===== src/rlsm_pkg.sv =====
// rlsm_pkg: shared types and constants for the redundant load safety monitor.
// Holds the mode/cause encodings, config register indexes and the config struct.
// No dependencies.
`default_nettype none

package rlsm_pkg;

    localparam int unsigned PERMILLE = 1000;
    // floor for the mismatch denominator: 1 kg in 1/16 kg units
    localparam int unsigned ONE_KG   = 16;

    typedef enum logic [1:0] {
        MODE_NORMAL   = 2'd0,
        MODE_FAILSAFE = 2'd1,
        MODE_DESCENT  = 2'd2
    } mode_t;

    typedef enum logic [2:0] {
        CAUSE_OK        = 3'd0,
        CAUSE_HEARTBEAT = 3'd1,
        CAUSE_MISMATCH  = 3'd2,
        CAUSE_OVERLOAD  = 3'd3,
        CAUSE_DROP      = 3'd4
    } cause_t;

    localparam int unsigned CFG_INDEX_W = 8;
    localparam int unsigned CFG_DATA_W  = 16;

    localparam logic [CFG_INDEX_W-1:0] CFG_HB_TIMEOUT = 8'd0;
    localparam logic [CFG_INDEX_W-1:0] CFG_LOAD_LIMIT = 8'd1;
    localparam logic [CFG_INDEX_W-1:0] CFG_MISMATCH   = 8'd2;
    localparam logic [CFG_INDEX_W-1:0] CFG_DROP_RATE  = 8'd3;

    localparam logic [15:0] RST_HB_TIMEOUT = 16'd1000;
    localparam logic [14:0] RST_LOAD_LIMIT = 15'd800;
    localparam logic [9:0]  RST_MISMATCH   = 10'd200;
    localparam logic [15:0] RST_DROP_RATE  = 16'd160;

    typedef struct packed {
        logic [15:0] hb_timeout_ms;
        logic [14:0] load_limit;
        logic [9:0]  mismatch_permille;
        logic [15:0] drop_rate_limit;
    } cfg_t;

endpackage

`default_nettype wire


===== src/rlsm_cfg_regs.sv =====
// rlsm_cfg_regs: configuration register file of the load safety monitor.
// Depends on rlsm_pkg (cfg_t, register indexes, reset values).
`default_nettype none

module rlsm_cfg_regs
    import rlsm_pkg::*;
(
    input  wire logic                   aclk,
    input  wire logic                   aresetn,
    input  wire logic                   cfg_valid,
    output logic                        cfg_ready,
    input  wire logic [CFG_INDEX_W-1:0] cfg_index,
    input  wire logic [CFG_DATA_W-1:0]  cfg_data,
    output cfg_t                        cfg
);

    cfg_t cfg_reg;
    cfg_t cfg_next;

    assign cfg_ready = 1'b1;
    assign cfg       = cfg_reg;

    always_comb begin
        cfg_next = cfg_reg;
        if (cfg_valid) begin
            case (cfg_index)
                CFG_HB_TIMEOUT: cfg_next.hb_timeout_ms     = cfg_data;
                CFG_LOAD_LIMIT: cfg_next.load_limit        = cfg_data[14:0];
                CFG_MISMATCH:   cfg_next.mismatch_permille = cfg_data[9:0];
                CFG_DROP_RATE:  cfg_next.drop_rate_limit   = cfg_data;
                default:        cfg_next = cfg_reg;
            endcase
        end
    end

    always_ff @(posedge aclk) begin
        if (!aresetn) begin
            cfg_reg.hb_timeout_ms     <= RST_HB_TIMEOUT;
            cfg_reg.load_limit        <= RST_LOAD_LIMIT;
            cfg_reg.mismatch_permille <= RST_MISMATCH;
            cfg_reg.drop_rate_limit   <= RST_DROP_RATE;
        end else begin
            cfg_reg <= cfg_next;
        end
    end

endmodule

`default_nettype wire


===== src/rlsm_check.sv =====
// rlsm_check: combinational safety checks for one sample, in priority order.
// Depends on rlsm_pkg (cfg_t, mode_t, cause_t, PERMILLE, ONE_KG).
`default_nettype none

module rlsm_check
    import rlsm_pkg::*;
#(
    parameter int LOAD_WIDTH = 16
) (
    input  wire cfg_t                           cfg,
    input  wire logic signed [LOAD_WIDTH-1:0]   primary_left,
    input  wire logic signed [LOAD_WIDTH-1:0]   primary_right,
    input  wire logic signed [LOAD_WIDTH-1:0]   secondary_left,
    input  wire logic signed [LOAD_WIDTH-1:0]   secondary_right,
    input  wire logic [31:0]                    now_ms,
    input  wire logic [31:0]                    last_hb_ms,
    input  wire logic signed [LOAD_WIDTH-1:0]   prev_left,
    input  wire logic signed [LOAD_WIDTH-1:0]   prev_right,
    input  wire logic [31:0]                    prev_stamp_ms,
    output mode_t                               mode,
    output cause_t                              cause
);

    localparam int MUL_W  = LOAD_WIDTH + 11;
    localparam int DROP_W = (MUL_W > 48) ? MUL_W : 48;
    localparam int OVL_W  = ((LOAD_WIDTH > 15) ? LOAD_WIDTH : 15) + 1;
    localparam logic signed [LOAD_WIDTH-1:0] KG_MIN = LOAD_WIDTH'(ONE_KG);

    // |a - b| * 1000 > permille * max(a, b, 1 kg)
    function automatic logic side_mismatch(
        input logic signed [LOAD_WIDTH-1:0] a,
        input logic signed [LOAD_WIDTH-1:0] b,
        input logic [9:0]                   pm
    );
        logic signed [LOAD_WIDTH-1:0] d;
        logic signed [LOAD_WIDTH:0]   delta;
        logic [LOAD_WIDTH:0]          mag;
        logic [MUL_W-1:0]             lhs;
        logic [MUL_W-1:0]             rhs;
        d = (a > b) ? a : b;
        if (d < KG_MIN) begin
            d = KG_MIN;
        end
        delta = {a[LOAD_WIDTH-1], a} - {b[LOAD_WIDTH-1], b};
        mag   = delta[LOAD_WIDTH] ? unsigned'(-delta) : unsigned'(delta);
        lhs   = MUL_W'(mag) * MUL_W'(PERMILLE);
        rhs   = MUL_W'(pm) * MUL_W'(unsigned'(d));
        return lhs > rhs;
    endfunction

    // (prev - cur) * 1000 > rate * dt; a rise never fires
    function automatic logic side_drop(
        input logic signed [LOAD_WIDTH-1:0] prev,
        input logic signed [LOAD_WIDTH-1:0] cur,
        input logic [15:0]                  rate,
        input logic [31:0]                  dt
    );
        logic signed [LOAD_WIDTH:0] delta;
        logic [DROP_W-1:0]          lhs;
        logic [DROP_W-1:0]          rhs;
        delta = {prev[LOAD_WIDTH-1], prev} - {cur[LOAD_WIDTH-1], cur};
        lhs   = DROP_W'(delta[LOAD_WIDTH-1:0]) * DROP_W'(PERMILLE);
        rhs   = DROP_W'(rate) * DROP_W'(dt);
        return !delta[LOAD_WIDTH] && (lhs > rhs);
    endfunction

    logic [31:0]             hb_age;
    logic [31:0]             dt;
    logic                    hb_timeout;
    logic                    mismatch;
    logic                    overload;
    logic                    drop;
    logic signed [OVL_W-1:0] limit_x;

    assign hb_age     = now_ms - last_hb_ms;
    assign dt         = now_ms - prev_stamp_ms;
    assign hb_timeout = hb_age > {16'd0, cfg.hb_timeout_ms};
    assign mismatch   = side_mismatch(primary_left, secondary_left, cfg.mismatch_permille)
                     || side_mismatch(primary_right, secondary_right, cfg.mismatch_permille);
    assign limit_x    = signed'(OVL_W'(cfg.load_limit));
    assign overload   = (OVL_W'(primary_left) > limit_x) || (OVL_W'(primary_right) > limit_x);
    assign drop       = (dt != 32'd0)
                     && (side_drop(prev_left, primary_left, cfg.drop_rate_limit, dt)
                      || side_drop(prev_right, primary_right, cfg.drop_rate_limit, dt));

    always_comb begin
        if (hb_timeout) begin
            cause = CAUSE_HEARTBEAT;
            mode  = MODE_FAILSAFE;
        end else if (mismatch) begin
            cause = CAUSE_MISMATCH;
            mode  = MODE_FAILSAFE;
        end else if (overload) begin
            cause = CAUSE_OVERLOAD;
            mode  = MODE_FAILSAFE;
        end else if (drop) begin
            cause = CAUSE_DROP;
            mode  = MODE_DESCENT;
        end else begin
            cause = CAUSE_OK;
            mode  = MODE_NORMAL;
        end
    end

endmodule

`default_nettype wire


===== src/redundant_load_safety_monitor.sv =====
// Channel   Dir  Handshake              Payload
// s_*       in   s_valid / s_ready      four loads, heartbeat flag + stamp, now_ms
// m_*       out  m_valid / m_ready      mode, cause, release/descent latches
// cfg_*     in   cfg_valid / cfg_ready  cfg_index, cfg_data (always ready)
//
// Input beat to result: input register, then the checks and the state
// update land in the result register. One beat per cycle sustained while
// m_ready is high; the checks are a single combinational pass.
// aresetn (sync, low) clears both stages, the config to defaults and all state.
// A stalled m_ready holds the result; the input register still takes one beat.
// Depends on rlsm_pkg, rlsm_cfg_regs, rlsm_check.
`default_nettype none

module redundant_load_safety_monitor
    import rlsm_pkg::*;
#(
    parameter int LOAD_WIDTH = 16
) (
    input  wire logic                          aclk,
    input  wire logic                          aresetn,
    input  wire logic                          cfg_valid,
    output logic                               cfg_ready,
    input  wire logic [CFG_INDEX_W-1:0]        cfg_index,
    input  wire logic [CFG_DATA_W-1:0]         cfg_data,
    input  wire logic                          s_valid,
    output logic                               s_ready,
    input  wire logic signed [LOAD_WIDTH-1:0]  s_primary_left_load,
    input  wire logic signed [LOAD_WIDTH-1:0]  s_primary_right_load,
    input  wire logic signed [LOAD_WIDTH-1:0]  s_secondary_left_load,
    input  wire logic signed [LOAD_WIDTH-1:0]  s_secondary_right_load,
    input  wire logic                          s_heartbeat_valid,
    input  wire logic [31:0]                   s_heartbeat_stamp_ms,
    input  wire logic [31:0]                   s_now_ms,
    output logic                               m_valid,
    input  wire logic                          m_ready,
    output logic [1:0]                         m_mode,
    output logic [2:0]                         m_cause,
    output logic                               m_release_active,
    output logic                               m_descent_active
);

    cfg_t cfg;

    rlsm_cfg_regs u_cfg (
        .aclk      (aclk),
        .aresetn   (aresetn),
        .cfg_valid (cfg_valid),
        .cfg_ready (cfg_ready),
        .cfg_index (cfg_index),
        .cfg_data  (cfg_data),
        .cfg       (cfg)
    );

    // input stage
    logic                          in_valid_reg;
    logic                          in_valid_next;
    logic signed [LOAD_WIDTH-1:0]  pl_reg;
    logic signed [LOAD_WIDTH-1:0]  pr_reg;
    logic signed [LOAD_WIDTH-1:0]  sl_reg;
    logic signed [LOAD_WIDTH-1:0]  sr_reg;
    logic                          hb_valid_reg;
    logic [31:0]                   hb_stamp_reg;
    logic [31:0]                   now_reg;

    // result stage
    logic                          out_valid_reg;
    logic                          out_valid_next;
    mode_t                         mode_reg;
    cause_t                        cause_reg;

    // monitor state
    logic [31:0]                   last_hb_reg;
    logic [31:0]                   last_hb_next;
    logic signed [LOAD_WIDTH-1:0]  prev_left_reg;
    logic signed [LOAD_WIDTH-1:0]  prev_left_next;
    logic signed [LOAD_WIDTH-1:0]  prev_right_reg;
    logic signed [LOAD_WIDTH-1:0]  prev_right_next;
    logic [31:0]                   prev_stamp_reg;
    logic [31:0]                   prev_stamp_next;
    logic                          release_reg;
    logic                          release_next;
    logic                          descent_reg;
    logic                          descent_next;

    logic                          advance;
    logic                          fire;
    logic                          load_in;
    logic [31:0]                   hb_eff;
    mode_t                         chk_mode;
    cause_t                        chk_cause;

    assign advance = !out_valid_reg || m_ready;
    assign fire    = advance && in_valid_reg;
    assign s_ready = !in_valid_reg || advance;
    assign load_in = s_valid && s_ready;

    // a fresh heartbeat stamp counts for this same sample
    assign hb_eff = hb_valid_reg ? hb_stamp_reg : last_hb_reg;

    rlsm_check #(
        .LOAD_WIDTH (LOAD_WIDTH)
    ) u_check (
        .cfg             (cfg),
        .primary_left    (pl_reg),
        .primary_right   (pr_reg),
        .secondary_left  (sl_reg),
        .secondary_right (sr_reg),
        .now_ms          (now_reg),
        .last_hb_ms      (hb_eff),
        .prev_left       (prev_left_reg),
        .prev_right      (prev_right_reg),
        .prev_stamp_ms   (prev_stamp_reg),
        .mode            (chk_mode),
        .cause           (chk_cause)
    );

    always_comb begin
        in_valid_next   = load_in ? 1'b1 : (advance ? 1'b0 : in_valid_reg);
        out_valid_next  = advance ? in_valid_reg : out_valid_reg;
        last_hb_next    = last_hb_reg;
        prev_left_next  = prev_left_reg;
        prev_right_next = prev_right_reg;
        prev_stamp_next = prev_stamp_reg;
        release_next    = release_reg;
        descent_next    = descent_reg;
        if (fire) begin
            last_hb_next = hb_eff;
            if (chk_cause == CAUSE_OK) begin
                prev_left_next  = pl_reg;
                prev_right_next = pr_reg;
                prev_stamp_next = now_reg;
            end else begin
                release_next = 1'b1;
                if (chk_cause == CAUSE_DROP) begin
                    descent_next = 1'b1;
                end
            end
        end
    end

    always_ff @(posedge aclk) begin
        if (!aresetn) begin
            in_valid_reg   <= 1'b0;
            out_valid_reg  <= 1'b0;
            last_hb_reg    <= '0;
            prev_left_reg  <= '0;
            prev_right_reg <= '0;
            prev_stamp_reg <= '0;
            release_reg    <= 1'b0;
            descent_reg    <= 1'b0;
        end else begin
            in_valid_reg   <= in_valid_next;
            out_valid_reg  <= out_valid_next;
            last_hb_reg    <= last_hb_next;
            prev_left_reg  <= prev_left_next;
            prev_right_reg <= prev_right_next;
            prev_stamp_reg <= prev_stamp_next;
            release_reg    <= release_next;
            descent_reg    <= descent_next;
        end
    end

    always_ff @(posedge aclk) begin
        if (load_in) begin
            pl_reg       <= s_primary_left_load;
            pr_reg       <= s_primary_right_load;
            sl_reg       <= s_secondary_left_load;
            sr_reg       <= s_secondary_right_load;
            hb_valid_reg <= s_heartbeat_valid;
            hb_stamp_reg <= s_heartbeat_stamp_ms;
            now_reg      <= s_now_ms;
        end
        if (fire) begin
            mode_reg  <= chk_mode;
            cause_reg <= chk_cause;
        end
    end

    assign m_valid          = out_valid_reg;
    assign m_mode           = mode_reg;
    assign m_cause          = cause_reg;
    assign m_release_active = release_reg;
    assign m_descent_active = descent_reg;

    // descent is only ever entered together with release
    a_descent_implies_release: assert property (@(posedge aclk) disable iff (!aresetn)
        descent_reg |-> release_reg)
        else $error("descent latch set without release latch");

    a_release_sticky: assert property (@(posedge aclk) disable iff (!aresetn)
        release_reg |=> release_reg)
        else $error("release latch cleared outside reset");

    a_fault_shown_latched: assert property (@(posedge aclk) disable iff (!aresetn)
        (out_valid_reg && cause_reg != CAUSE_OK) |-> release_reg)
        else $error("fault result shown with release latch clear");

    a_prev_moves_on_pass: assert property (@(posedge aclk) disable iff (!aresetn)
        !$stable(prev_stamp_reg) |-> (out_valid_reg && cause_reg == CAUSE_OK))
        else $error("previous frame updated by a failing sample");

endmodule

`default_nettype wire

===== config.mk =====
export PLATFORM = sky130hd
export DESIGN_NAME = redundant_load_safety_monitor
export DESIGN_NICKNAME = d
export VERILOG_FILES = /design/src/rlsm_pkg.sv /design/src/rlsm_cfg_regs.sv /design/src/rlsm_check.sv /design/src/redundant_load_safety_monitor.sv
export SDC_FILE = /design/constraint.sdc
export NUM_CORES = 2
export LEC_CHECK = 0
export ABC_AREA = 1
export CAP_MARGIN = 20
export CORE_UTILIZATION = 30
export CTS_BUF_LIST = sky130_fd_sc_hd__clkbuf_4 sky130_fd_sc_hd__clkbuf_8
export CTS_CLUSTER_DIAMETER = 150
export CTS_CLUSTER_SIZE = 40
export DETAILED_ROUTE_END_ITERATION = 6
export DONT_BUFFER_PORTS = 1
export PLACE_DENSITY = 0.45
export SLEW_MARGIN = 20
export SYNTH_ARGS = -nofsm -noshare
export SYNTH_HDL_FRONTEND = slang
export SYNTH_HIERARCHICAL = 1
export SYNTH_SLANG_ARGS = --single-unit

===== constraint.sdc =====
create_clock -name aclk -period 9.3 [get_ports aclk]
set_input_delay 0.93 -clock aclk [delete_from_list [all_inputs] [get_ports aclk]]
set_output_delay 0.93 -clock aclk [all_outputs]
set_load 0.02 [all_outputs]

### After elaboration in Yosys (flattened, before gate mapping)

Cells that the tools add are included.

| storage, ports and cells | value |
|---|---|
| bits in registers | 291 |
| word-level logic and storage cells | 92 |

| cells by class | value |
|---|---|
| add/sub/neg operators | 8 |
| multiply operators | 7 |
| order comparisons | 11 |
| eq/ne operators | 4 |
| multiplexer cells | 14 |
| bitwise logic cells | 1 |
| reductions and logical operators | 26 |

Operator list:

| operator | count |
|---|---|
| greater-than comparator 26 x 48 -> 1 bit | 2 |
| subtractor 16 x 16 -> 17 bit | 4 |
| greater-than comparator 16 bit | 4 |
| two-way mux 16 bit | 4 |
| subtractor 32 bit | 2 |
| greater-than comparator 27 x 26 -> 1 bit | 2 |
| multiplier 10 x 16 -> 26 bit | 2 |
| multiplier 16 x 32 -> 48 bit | 1 |
| multiplier 17 x 7 -> 24 bit (second input constant) | 2 |
| multiplier 16 x 7 -> 23 bit (second input constant) | 2 |
| two-way mux 17 bit | 2 |
| negation 17 bit | 2 |
| greater-than comparator 32 x 16 -> 1 bit | 1 |
| less-than comparator 16 x 6 -> 1 bit (second input constant) | 2 |
| two-way mux 32 bit | 1 |
| nonzero test 32 bit | 1 |
| == test 8 x 2 -> 1 bit (second input constant) | 2 |
| two-way mux 3 bit | 4 |
| AND reduction 2 bit | 6 |
| == test 8 x 1 -> 1 bit (second input constant) | 1 |
| logical NOT 8 bit | 1 |
| logical AND 1 bit | 5 |
| logical OR 1 bit | 5 |
| logical NOT 1 bit | 4 |
| 8 further kinds | 9 |

### Depth between registers and ports, before layout

| depth | value |
|---|---|
| depth in word-level cells | 13 |
| depth in mapped cells | 68 |
| mapped depth without buffers | 66 |

### Hierarchy

The synthesis kept the hierarchy.

Modules (own cells, without submodules):

| module | instances | cells an instance | area an instance (um2) | seq. area each (um2) |
|---|---|---|---|---|
| rlsm_check | 1 | 6520 | 48336.4 | 0.0 |
| redundant_load_safety_monitor | 1 | 810 | 8473.1 | 6025.8 |
| rlsm_cfg_regs | 1 | 332 | 2393.5 | 1141.1 |

### Least setup slack after synthesis

OpenSTA, ideal clock, no wires.

| timing | value |
|---|---|
| path kind | register -> register |
| start point | register pl_reg[0] |
| end point | register prev_left_reg[1] |
| library setup time | 113 ps |
| arrival | 10098 ps |
| slack | -911 ps |
| stages on the path, launching flop included | 60 |
| buffers on the path | 3 |
| period minus slack after synthesis | 10211 ps |
| cell sequence | edfxtp_1 -> inv_1 -> ha_1 -> inv_1 -> fa_1 -> nand3_1 -> nand3_2 -> nand2_1 -> nand2_1 -> nand2_2 -> nand2_2 -> inv_1 -> nand3_1 -> nand3_2 -> nand3_4 -> buf_6 -> o21ai_0 -> nand4_1 -> [... 24 more ...] -> a21boi_1 -> o21bai_1 -> a21boi_1 -> o21ai_0 -> xor2_1 -> ha_1 -> nand2_1 -> nor2_1 -> nand4_1 -> or2_1 -> nand2_2 -> nand3_2 -> nor3_1 -> nand3b_4 -> nor2_4 -> buf_4 -> nor2_1 -> nor2_1 |

| between the ends | value |
|---|---|
| longest elaborated chain between the ends | 12 |
| elaborated cells between the ends (all ways) | 26 |
| those cells by class | 3 x add/sub; 3 x mul; 5 x order compare; 7 x mux; 8 x reduce/logical |

RTL lines:

| element | RTL line | source |
|---|---|---|
| start: declaration | redundant_load_safety_monitor.sv:57 | `logic signed [LOAD_WIDTH-1:0] pl_reg;` |
| start signal: assignment | redundant_load_safety_monitor.sv:165 | `pl_reg <= s_primary_left_load;` |
| branches (longest 8 deep; another with greater-than comparator 27 x 26 -> 1 bit) | - |  |
| two-way mux 3 bit * | rlsm_check.sv:90 | `end else if (mismatch) begin` |
| two-way mux 3 bit * | rlsm_check.sv:87 | `if (hb_timeout) begin` |
| via chk_cause[2] | redundant_load_safety_monitor.sv:90 | `cause_t chk_cause;` |
| logical NOT 3 bit * | redundant_load_safety_monitor.sv:128 | `if (chk_cause == CAUSE_OK) begin` |
| AND reduction 2 bit (no line) * | - |  |
| end signal: assignment | redundant_load_safety_monitor.sv:155 | `prev_left_reg <= prev_left_next;` |
| end: declaration | redundant_load_safety_monitor.sv:74 | `logic signed [LOAD_WIDTH-1:0] prev_left_reg;` |

Mark *: on every way through the listed nets, which the timed path passes.
A chain may end at the register's enable or synchronous reset.

### Final worst setup path

| timing | value |
|---|---|
| start point | register pl_reg[0] |
| end point | register prev_right_reg[8] |

| between the ends | value |
|---|---|
| longest elaborated chain between the ends | 12 |
| elaborated cells between the ends (all ways) | 26 |
| those cells by class | 3 x add/sub; 3 x mul; 5 x order compare; 7 x mux; 8 x reduce/logical |

RTL lines:

| element | RTL line | source |
|---|---|---|
| branches (longest 8 deep; another with greater-than comparator 27 x 26 -> 1 bit) | - |  |
| two-way mux 3 bit * | rlsm_check.sv:90 |  |
| two-way mux 3 bit * | rlsm_check.sv:87 |  |
| via chk_cause[2] | redundant_load_safety_monitor.sv:90 |  |
| logical NOT 3 bit * | redundant_load_safety_monitor.sv:128 |  |
| AND reduction 2 bit (no line) * | - |  |
| end signal: assignment | redundant_load_safety_monitor.sv:156 | `prev_right_reg <= prev_right_next;` |
| end: declaration | redundant_load_safety_monitor.sv:76 | `logic signed [LOAD_WIDTH-1:0] prev_right_reg;` |

Marks and branches as above.

==> run metrics <==
complex-gate fraction of the synthesized area 7.66%; routed vias/inst 4.62; Max transition margin 35.2%; Core ar. 0.195 mm2; post-synthesis sequential area ratio 12.1%; Final setup viols 71; CTS buffer count 11; skew final 0.0952 ns; area growth from synthesis to layout 21.1%; Max Slew Vio Count 0; CP Launch Point pl_reg[0]; Final Wtd Congestion 0.914; Starting Density 30.3%; Synthesized Nets 9414; # nets final 10300; number of flip-flops in the largest register 57; Detailed Route Iter0 Violations 2771; Worst EP required 9.92 ns; IO Pins 168; Syn Inst Count 7662; Post-synth ARST share 0%; flops & latches, synth 291; worst hold path startpoint s_primary_right_load[12]; Least-Margin Pin Slew 0.971 ns; share of post-route cells with drive strength above 1 15.9%; Die H 446 um; status finished with violations; Final Cell Area 0.0717 mm2; grt ovf 0; worst r2r src pl_reg[0]; # rows 162; RSZ-0062 raised after global routing true; Die X-Extent 446 um; synth warn 6; WL/cell 17.8 um; Routed Antenna Nets 0; DP Area 0.0698 mm2; CTS tree done; met3 wire length 6630 um; First-pass DRT Iterations 6; Setup crit start kind flop; main flop type after synthesis dfxtp_1; via count 51700; kind of critical path flop to flop; WL met1 92600 um; initial antenna violation count 49; Crit path top cell by count fa_1; first-pass GRT wire length 310000 um; # port buffers 0; CP peak stage delay 0.50 ns; Maximum Capacitance Violations 0; largest family of logic cells by synthesized area adder cells; HP Class input port to flop; Highest Signal Layer met5; crit-path max FO 7; WL met2 95100 um; Setup WS post-layout -0.847 ns; Remaining DRCs 0; Worst Setup End Kind flop; adder-cell share of the synthesized area 44.7%; HPWL after DPL 171000 um; clk buf depth 3; Clock Tree Root clkbuf_8; Die ar. 0.199 mm2; Cell variety after synth 59; XOR/XNOR share of the synthesized area 4.02%; Final Hold Violating Endpoints 0; gr usage total 20.0%; mapped cell area 0.0592 mm2; slowest stage cell, crit path fa_1; Final TNS setup -54.86 ns; crit path time final 10.15 ns; Syn Area/Cell 7.73 um2; largest net degree at the start of global routing 123; vias in the first global route 53300; simple-gate share of the synthesized area 19.2%; Achievable Freq 98.5 MHz; CTS H-tree lvls 1; Post-synth EDFFs 134; final period utilization 109%; failing checks setup timing; commonest non-fill, non-tap cell in the layout inv_1; WL final 199000 um; post-synthesis mux area share 0%; clk sinks 291; latest clock arrival within the worst-skew pair 0.71 ns; most frequent cells in the layout inv_1 (1670), nand2_1 (1536), buf_4 (995); clock slew seen by the registers of the worst setup and hold paths 0.27 ns; cts hold-fix bufs 0; CP arrival 10.77 ns
## synthesized netlist by cell type (22+ instances only)
library cell	instances	share of area [%]
a21oi_1	443	3.7
a31oi_1	22	0.23
buf_2	38	0.32
clkbuf_1	113	0.72
dfxtp_1	157	5.3
edfxtp_1	134	6.8
fa_1	870	29
ha_1	724	15
inv_1	1696	11
nand2_1	1566	9.9
nand3_1	300	2.5
nand4_1	62	0.66
nor2_1	695	4.4
nor3_1	59	0.50
o21ai_0	223	1.9
o21ai_1	22	0.19
o21bai_1	29	0.37
xnor2_1	102	1.5
xor2_1	170	2.5
## final timing paths
path | end | slack [ns] | depth (start not counted)
max reg2reg | prev_right_reg[8] | -0.85 | 62
min | pr_reg[12] | 0.29 | 0
min reg2reg | last_hb_reg[6] | 0.48 | 2
max | prev_right_reg[8] | -0.85 | 62
## final cells by class
type	instances	area (um2)
Antenna cell	13	32.5
Tap cell	2624	3280
Fill cell	20800	124000
Inverter	1713	6450
Clock buffer	15	181
Clock inverter	2	32.5
Sequential cell	291	7170
Multi-Input combinational cell	5472	46000
Timing Repair Buffer	1050	8500
## per-stage QoR
step	setup WS [ns]	hold slack, ns	std cells	utilization [%]
2_1_floorplan	-0.0510	0.429	7662	-
3_3_place_gp	-1.16	0.445	11100	35.7
3_5_place_dp	-1.22	0.449	11100	35.7
4_1_cts	-0.763	0.235	11100	36.1
5_1_grt	-1.34	0.264	11200	36.7
6_report	-0.847	0.289	11200	36.7
## kinds of logic (layout without fill, tap and decap cells)
logic type,Yosys count,count (layout)
other,1,14
flip-flops,291,291
buffers and inverters,1900,2780
AO/OA/AOI/OAI,832,832
adder cells (fa/ha/maj),1594,1594
AND/OR/NAND/NOR,2772,2773
XOR/XNOR,272,272
## layer usage
layer | GRT usage (%) | up-vias
li1 | - | 25300
met1 | 27.3 | 25300
met2 | 34.5 | 852
met3 | 1.62 | 200
met4 | 3.52 | 16
met5 | 0 | -
## critical path, delay by kind of cell (launching register included)
kind	cells	cell delay, ns
compound gates	8	1.10
xor+xnor	1	0.17
simple gates	28	3.11
buf+inv	15	1.46
fa+ha+maj	10	3.69
flops	1	0.46
## timing repair
action | CTS | global route
cloned | 1 | 11
hold endpoints to repair | 0 | 0
pin swaps | 14 | 73
resized for setup | 77 | 160
buffers inserted | 13 | 34
endpoints found under the setup margin | 71 | 71
Power is not shown: default switching activity piles up to over one toggle a cycle in this logic, so the estimate is an artifact.
